[config.mk]
export PLATFORM = sky130hd
export DESIGN_NAME = heap_sorter
export DESIGN_NICKNAME = d
export VERILOG_FILES = /design/src/hw/rtl/hsort_pkg.sv /design/src/hw/rtl/hsort_loader.sv /design/src/hw/rtl/hsort_engine.sv /design/src/hw/rtl/heap_sorter.sv
export SDC_FILE = /design/constraint.sdc
export NUM_CORES = 2
export LEC_CHECK = 0
export BUFFER_PORTS_ARGS = -buffer_cell sky130_fd_sc_hd__buf_2
export CORE_UTILIZATION = 63
export CTS_CLUSTER_DIAMETER = 200
export DETAILED_ROUTE_END_ITERATION = 10
export PLACE_DENSITY = 0.79
export SLEW_MARGIN = 40
export SYNTH_ARGS = -nofsm -noshare
export SYNTH_HDL_FRONTEND = slang
export SYNTH_SLANG_ARGS = --single-unit
[constraint.sdc]
create_clock -name clk -period 6.9 [get_ports clk]
set_clock_uncertainty 0.15 [all_clocks]
set_input_delay 1.38 -clock clk [delete_from_list [all_inputs] [get_ports clk]]
set_output_delay 1.38 -clock clk [all_outputs]
set_load 0.05 [all_outputs]
[src/hw/rtl/hsort_pkg.sv]
// hsort_pkg: shared types and constants for the heap sorter
// depends on nothing; used by hsort_loader, hsort_engine and heap_sorter
`timescale 1ns / 1ps

package hsort_pkg;

	localparam int unsigned DATA_W = 32;

	// batch descriptor handed from the loader to the sort engine
	typedef struct packed {
		logic [6:0] count;
		logic       trunc;
	} batch_t;

endpackage

[src/hw/rtl/hsort_loader.sv]
// hsort_loader: front end, takes input beats and classifies them as store or drop
// depends on hsort_pkg; feeds the batch queue in heap_sorter
`timescale 1ns / 1ps

module hsort_loader #(
	parameter int unsigned MAX_ITEMS = 64,
	parameter int unsigned AW        = 6
) (
	input  logic                             clk,
	input  logic                             arst_n,
	input  logic                             in_valid,
	output logic                             in_ready,
	input  logic signed [hsort_pkg::DATA_W-1:0] in_value,
	input  logic                             in_last,
	input  logic                             mem_free,
	output logic                             wr_en,
	output logic [AW-1:0]                    wr_addr,
	output logic [hsort_pkg::DATA_W-1:0]     wr_data,
	output logic                             batch_valid,
	input  logic                             batch_ready,
	output hsort_pkg::batch_t                batch
);

	logic [6:0] count_q;
	logic       ovf_q;
	logic       fire;
	logic       room;

	assign in_ready = mem_free && batch_ready;
	assign fire     = in_valid && in_ready;
	assign room     = count_q < 7'(MAX_ITEMS);

	// store write for a beat that fits
	assign wr_en   = fire && room;
	assign wr_addr = count_q[AW-1:0];
	assign wr_data = in_value;

	// batch hand-off when the last beat arrives
	assign batch_valid = fire && in_last;
	assign batch.count = room ? count_q + 7'd1 : count_q;
	assign batch.trunc = ovf_q || !room;

	// fill count and drop flag
	always_ff @(posedge clk or negedge arst_n) begin
		if (!arst_n) begin
			count_q <= '0;
			ovf_q   <= 1'b0;
		end else if (fire) begin
			if (in_last) begin
				count_q <= '0;
				ovf_q   <= 1'b0;
			end else if (room) begin
				count_q <= count_q + 7'd1;
			end else begin
				ovf_q <= 1'b1;
			end
		end
	end

endmodule

[src/hw/rtl/hsort_engine.sv]
// hsort_engine: back end, heapsort over the element store and result emission
// depends on hsort_pkg; owns the element memory (one write, one read port)
`timescale 1ns / 1ps

module hsort_engine #(
	parameter int unsigned AW = 6
) (
	input  logic                         clk,
	input  logic                         arst_n,
	input  logic                         ld_en,
	input  logic [AW-1:0]                ld_addr,
	input  logic [hsort_pkg::DATA_W-1:0] ld_data,
	output logic                         mem_free,
	input  logic                         job_valid,
	output logic                         job_ready,
	input  hsort_pkg::batch_t            job,
	output logic                         out_valid,
	input  logic                         out_ready,
	output logic signed [hsort_pkg::DATA_W-1:0] out_value,
	output logic                         out_last,
	output logic                         out_trunc
);

	localparam logic [3:0] S_IDLE  = 4'd0;
	localparam logic [3:0] S_BUILD = 4'd1;
	localparam logic [3:0] S_RD_R  = 4'd2;
	localparam logic [3:0] S_RD_L  = 4'd3;
	localparam logic [3:0] S_RD_RT = 4'd4;
	localparam logic [3:0] S_CMP   = 4'd5;
	localparam logic [3:0] S_SWAP  = 4'd6;
	localparam logic [3:0] S_EXT   = 4'd7;
	localparam logic [3:0] S_EXT2  = 4'd8;
	localparam logic [3:0] S_EMIT  = 4'd9;
	localparam logic [3:0] S_EMIT2 = 4'd10;
	localparam logic [3:0] S_SWAP2 = 4'd11;
	localparam logic [3:0] S_EXT3  = 4'd12;

	logic [hsort_pkg::DATA_W-1:0] mem [2**AW];
	logic [hsort_pkg::DATA_W-1:0] rd_data_q;
	logic [AW-1:0]                rd_addr;
	logic                         wr_en;
	logic [AW-1:0]                wr_addr;
	logic [hsort_pkg::DATA_W-1:0] wr_data;

	logic [3:0] state_q;
	logic [6:0] n_q;       // batch size
	logic [6:0] heap_q;    // current heap size
	logic [6:0] bld_q;     // next build root plus one
	logic [6:0] root_q;
	logic [6:0] big_q;
	logic [6:0] emit_q;
	logic       trunc_q;
	logic       build_q;
	logic signed [hsort_pkg::DATA_W-1:0] vroot_q, vbig_q;
	logic [7:0] lc, rc;

	assign lc = {root_q, 1'b0} + 8'd1;
	assign rc = {root_q, 1'b0} + 8'd2;

	assign mem_free  = (state_q == S_IDLE);
	assign job_ready = (state_q == S_IDLE);

	// element memory, registered read (read returns the old word on a same-address write)
	always_ff @(posedge clk) begin
		if (wr_en) mem[wr_addr] <= wr_data;
		rd_data_q <= mem[rd_addr];
	end

	// read address and write port selection
	always_comb begin
		rd_addr = root_q[AW-1:0];
		wr_en   = 1'b0;
		wr_addr = ld_addr;
		wr_data = ld_data;
		unique case (state_q)
			S_IDLE: begin
				wr_en = ld_en;
			end
			S_RD_L:  rd_addr = lc[AW-1:0];
			S_RD_RT: rd_addr = rc[AW-1:0];
			S_SWAP: begin
				wr_en   = 1'b1;
				wr_addr = root_q[AW-1:0];
				wr_data = vbig_q;
			end
			S_SWAP2: begin
				wr_en   = 1'b1;
				wr_addr = big_q[AW-1:0];
				wr_data = vroot_q;
			end
			S_EXT: rd_addr = heap_q[AW-1:0];
			S_EXT2: begin
				// tail goes to the root slot while the old root is read
				wr_en   = 1'b1;
				wr_addr = '0;
				wr_data = rd_data_q;
			end
			S_EXT3: begin
				// old root goes to the retired tail slot
				wr_en   = 1'b1;
				wr_addr = heap_q[AW-1:0];
				wr_data = rd_data_q;
			end
			S_EMIT, S_EMIT2: rd_addr = emit_q[AW-1:0];
			default: ;
		endcase
	end

	// heapsort sequencer (build, sift-down, extraction, emit): root, left, right read one per cycle
	always_ff @(posedge clk or negedge arst_n) begin
		if (!arst_n) begin
			state_q   <= S_IDLE;
			out_valid <= 1'b0;
			n_q <= '0; heap_q <= '0; bld_q <= '0; root_q <= '0; big_q <= '0;
			emit_q <= '0; trunc_q <= 1'b0; build_q <= 1'b0;
		end else begin
			unique case (state_q)
				S_IDLE: begin
					if (job_valid) begin
						n_q     <= job.count;
						heap_q  <= job.count;
						trunc_q <= job.trunc;
						bld_q   <= {1'b0, job.count[6:1]};
						build_q <= 1'b1;
						emit_q  <= '0;
						state_q <= (job.count < 7'd2) ?
							((job.count == 7'd0) ? S_IDLE : S_EMIT) : S_BUILD;
					end
				end
				S_BUILD: begin
					if (bld_q == 7'd0) begin
						build_q <= 1'b0;
						state_q <= S_EXT;
						heap_q  <= n_q - 7'd1;
					end else begin
						root_q  <= bld_q - 7'd1;
						bld_q   <= bld_q - 7'd1;
						state_q <= S_RD_R;
					end
				end
				S_RD_R: state_q <= S_RD_L;      // root read issued
				S_RD_L: begin                   // root data
					vroot_q <= rd_data_q;
					vbig_q  <= rd_data_q;
					big_q   <= root_q;
					state_q <= S_RD_RT;
				end
				S_RD_RT: begin                  // left child data
					if ({1'b0, heap_q} > lc && $signed(rd_data_q) > vbig_q) begin
						vbig_q <= rd_data_q;
						big_q  <= lc[6:0];
					end
					state_q <= S_CMP;
				end
				S_CMP: begin                    // right child data
					if ({1'b0, heap_q} > rc && $signed(rd_data_q) > vbig_q) begin
						vbig_q  <= rd_data_q;
						big_q   <= rc[6:0];
						state_q <= S_SWAP;
					end else if (big_q == root_q) begin
						state_q <= build_q ? S_BUILD : S_EXT;
						if (!build_q) heap_q <= heap_q - 7'd1;
					end else begin
						state_q <= S_SWAP;
					end
				end
				S_SWAP: state_q <= S_SWAP2;
				S_SWAP2: begin
					root_q  <= big_q;
					state_q <= S_RD_R;
				end
				S_EXT: begin
					// heap_q is the slot being retired; root at 0
					if (heap_q == 7'd0) begin
						state_q <= S_EMIT;
					end else begin
						root_q  <= '0;
						state_q <= S_EXT2;
					end
				end
				S_EXT2: state_q <= S_EXT3;
				S_EXT3: state_q <= S_RD_R;     // sift the new root
				S_EMIT: state_q <= S_EMIT2;
				S_EMIT2: begin
					if (!out_valid || out_ready) begin
						out_valid <= 1'b1;
						out_value <= rd_data_q;
						out_last  <= (emit_q + 7'd1 == n_q);
						out_trunc <= trunc_q;
						if (emit_q + 7'd1 == n_q) begin
							state_q <= S_IDLE;
						end else begin
							emit_q  <= emit_q + 7'd1;
							state_q <= S_EMIT;
						end
					end
				end
				default: state_q <= S_IDLE;
			endcase
			if (out_valid && out_ready && !(state_q == S_EMIT2)) out_valid <= 1'b0;
		end
	end

endmodule

[src/hw/rtl/heap_sorter.sv]
// heap_sorter: top level, loader front end, batch queue, heapsort back end
// depends on hsort_pkg, hsort_loader, hsort_engine
`timescale 1ns / 1ps

// Batch sorter for signed 32-bit values. Beats are stored until one marked
// last arrives; the batch is then heap sorted in an element memory with one
// read and one write port and emitted in ascending order, last_out on the
// largest value, truncated on every result when beats beyond MAX_ITEMS were
// dropped. A beat is taken whenever in_ready is high, and the batch is handed
// to the queue with the last beat. Each sift level steps through root, left
// and right reads, compare and two swap writes; each root extraction adds a
// tail read and two writes. Input is held off while a batch is sorted or
// emitted.
module heap_sorter #(
	parameter int unsigned MAX_ITEMS = 64
) (
	input  logic                             clk,
	input  logic                             arst_n,
	input  logic                             in_valid,
	output logic                             in_ready,
	input  logic signed [hsort_pkg::DATA_W-1:0] value,
	input  logic                             last,
	output logic                             out_valid,
	input  logic                             out_ready,
	output logic signed [hsort_pkg::DATA_W-1:0] sorted_value,
	output logic                             last_out,
	output logic                             truncated
);

	localparam int unsigned AW = (MAX_ITEMS > 1) ? $clog2(MAX_ITEMS) : 1;

	logic                         wr_en;
	logic [AW-1:0]                wr_addr;
	logic [hsort_pkg::DATA_W-1:0] wr_data;
	logic                         mem_free;
	logic                         b_valid, b_ready;
	hsort_pkg::batch_t            b_in;
	logic                         q_valid_q;
	hsort_pkg::batch_t            q_data_q;
	logic                         job_ready;

	hsort_loader #(.MAX_ITEMS(MAX_ITEMS), .AW(AW)) u_loader (
		.clk, .arst_n, .in_valid, .in_ready, .in_value(value), .in_last(last),
		.mem_free, .wr_en, .wr_addr, .wr_data,
		.batch_valid(b_valid), .batch_ready(b_ready), .batch(b_in)
	);

	// one-entry batch queue between front and back end
	assign b_ready = !q_valid_q;
	always_ff @(posedge clk or negedge arst_n) begin
		if (!arst_n) begin
			q_valid_q <= 1'b0;
		end else if (b_valid && b_ready) begin
			q_valid_q <= 1'b1;
		end else if (q_valid_q && job_ready) begin
			q_valid_q <= 1'b0;
		end
	end
	always_ff @(posedge clk) begin
		if (b_valid && b_ready) q_data_q <= b_in;
	end

	hsort_engine #(.AW(AW)) u_engine (
		.clk, .arst_n, .ld_en(wr_en), .ld_addr(wr_addr), .ld_data(wr_data),
		.mem_free, .job_valid(q_valid_q), .job_ready, .job(q_data_q),
		.out_valid, .out_ready, .out_value(sorted_value), .out_last(last_out),
		.out_trunc(truncated)
	);

`ifndef SYNTH
	a_no_load_busy: assert property (@(posedge clk) disable iff (!arst_n)
		in_ready |-> mem_free) else $error("load while sorting");
	a_queue_hold: assert property (@(posedge clk) disable iff (!arst_n)
		q_valid_q && !job_ready |=> q_valid_q) else $error("batch lost");
`endif

endmodule
==> flow_metrics.py <==
metrics = {
    "floorplan": {
        "rows": 138,
        "io_pins": 73,
        "fp.dieW_um": 381,
        "die_area_mm2": 0.145,
        "die_y_um": 381,
        "initial_core_util_pct": 63.7,
        "core_mm2": 0.142,
    },
    "synthesis": {
        "netlist.area_leader.share_pct": 71.6,
        "synthCells": 6837,
        "yosysTopAreaCell": "edfxtp_1",
        "ys_ff_latch": 2244,
        "async_reset_ff_share_pct": 2.58,
        "synth_ff_type": "edfxtp_1",
        "synthDistinctLibCells": 76,
        "synth_area_per_cell_um2": 13.2,
        "synth_warnings": 0,
        "netlist_area_mm2": 0.0904,
        "ys_seq_area_share_pct": 73.9,
        "synth_enable_flop_cells": 2154,
        "synth_nets": 6924,
        "synthTopCellsByArea": "edfxtp_1, nand2_1, nand3_1, dfrtp_1, and3_1",
    },
    "timing": {
        "worst_pin_slew_ps": 1020,
        "worst_slack_ps": 1550,
        "max_freq_ghz": 0.187,
        "hold_viol": 0,
        "max_slew_margin_pct": 31.7,
        "period_share_pct": 77.5,
        "report.final.slew_viol_count": 0,
        "setup_tns_ps": 0,
        "setup_viol": 0,
        "min_period_ps": 5350,
        "rsz0062_at_grt": "false",
    },
    "cells_and_area": {
        "post-route-util_pct": 71.5,
        "final_cell_mix": "edfxtp_1, nand2_1, nand3_1",
        "drive_gt1_share_pct": 11.4,
        "num-fill-cells": 8552,
        "nets": 7018,
        "final_cells": 9007,
        "syn_to_final_growth_pct": 12.2,
        "final_common_cell": "edfxtp_1",
    },
    "route": {
        "detail_route.wl_per_cell_um": 30.2,
        "ant_nets": 0,
        "drtIter0Drc": 11150,
        "routed_wl_mm": 272,
        "first_pass_iters": 8,
        "vias": 61928,
        "drc": 0,
        "vias_per_cell": 6.88,
    },
    "global_routing": {
        "overflow": 0,
        "grt_use_total_pct": 37.0,
        "antenna_found_initial": 19,
        "grt_max_degree": 165,
        "grt_pass1_wl_mm": 390,
        "grt_pass1_vias": 59018,
    },
    "critical_path": {
        "critPathRequiredTime_ps": 7370,
        "endpoint_kind": "register",
        "path_max_fanout": 52,
        "critical_path_class": "reg2reg",
        "start_kind": "register",
        "cp.arrival_ps": 5820,
    },
    "min_path": {
        "hp-class": "in2async",
    },
    "placed_design": {
        "gp_congestion": 1.01,
        "port_buffers": 72,
        "pre_cts_ws_ps": 1390,
        "place_hpwl_mm": 158,
        "place_inst": 8600,
    },
    "clocking": {
        "htreeDepth": 4,
        "cts_tree": "built",
        "cts.sinks": 2244,
        "post-cts-setup-buffer-count": 0,
        "cts_root_buffer": "clkbuf_16",
        "ctsHoldBuffers": 0,
        "clk_pin_slew_ps": 60,
        "cts_buffers": 210,
        "clkLatencyLatePin_ps": 870,
        "cts_resized": 0,
        "cts.path.max_buffers": 3,
    },
    "run": {
        "drv_cap": 0,
    },
    "status": {
        "outcome": "complete, no violations",
    },
}
[cell families after synthesis]
logic type                 after synthesis  share of synthesized area [%]
muxes                                   78                           1.41
and+or+nand+nor                       3223                           15.5
adders and majority gates               50                          0.692
xor gates and xnor gates                45                          0.444
buffers and inverters                  489                           2.44
AOI/OAI and AO/OA                      708                           5.68
DFF                                   2244                           73.9
[through the flow]
stage | hold WS (ps) | area, um^2
final | 295 | 101000
after global routing | 302 | 101000
after CTS | 261 | 101000
after detailed placement | 282 | 94500
after global placement | 286 | 94000
after floorplan | 269 | 90400
[critical path, cell delays in order, from the launching register on]
cell	delay (ps)
dfrtp_1	860
and3b_1	430
a2111oi_4	480
a21o_4	640
buf_4	420
buf_4	470
nand3_1	160
nand3_1	120
a21oi_1	240
nor4_2	700
nand4_1	340
[state kept, by name, summed over array words and instances (netlist names), 4 cells and up]
signal / cells
u_engine.rd_data_q: 32
u_engine.vroot_q: 32
q_data_q: 8
u_engine.out_value: 32
u_engine.heap_q: 7
u_engine.big_q: 7
u_loader.count_q: 7
u_engine.root_q: 7
u_engine.emit_q: 7
u_engine.mem: 2048
u_engine.n_q: 7
u_engine.bld_q: 7
u_engine.vbig_q: 32
u_engine.state_q: 4
[worst paths after layout]
path	startpoint	end	slack, ps	cells past startpoint
worst max-delay path	u_engine.state_q[3]	u_engine.rd_data_q[13]	1550	10
worst min-delay path	arst_n	u_loader.count_q[4]	300	1
worst max register to register	u_engine.state_q[3]	u_engine.rd_data_q[13]	1550	10
worst min register to register	u_engine.trunc_q	u_engine.out_trunc	300	0
max in group asynchronous	arst_n	u_engine.state_q[0]	5330	2
min in group clk	u_engine.trunc_q	u_engine.out_trunc	300	0
[synth_stat cells (55+ instances only)]
cell         n
a21oi_1     92
a311oi_1   119
a31oi_1    177
a32oi_1     55
and3_1     200
buf_1       62
buf_2      196
clkbuf_1   149
dfrtp_1     58
edfxtp_1  2154
nand2_1   1971
nand3_1    761
nor2_1     146
o21ai_0     70
[area by class of cell]
cell class / instances / area [um^2] / area share [%]
Antenna cell: 7 / 17.5 / 0.0173
Clock buffer: 272 / 5620 / 5.54
Clock inverter: 119 / 1060 / 1.04
Inverter: 52 / 195 / 0.192
Multi-Input combinational cell: 4104 / 22400 / 22.1
Sequential cell: 2244 / 66800 / 65.8
Tap cell: 1890 / 2360 / 2.33
Timing Repair Buffer: 319 / 2960 / 2.92
[routing by layer]
metal  vias up  global-route usage [%]  routed length [um]
li1      25581                       -                   -
met1     29880                    48.8               89600
met2      5524                    54.1              120000
met3       935                    10.8               42300
met4         8                    24.1               19700
met5         -                  0.0661                  53
Power is not shown: default switching activity piles up to over one toggle a cycle in this logic, so the estimate is an artifact.
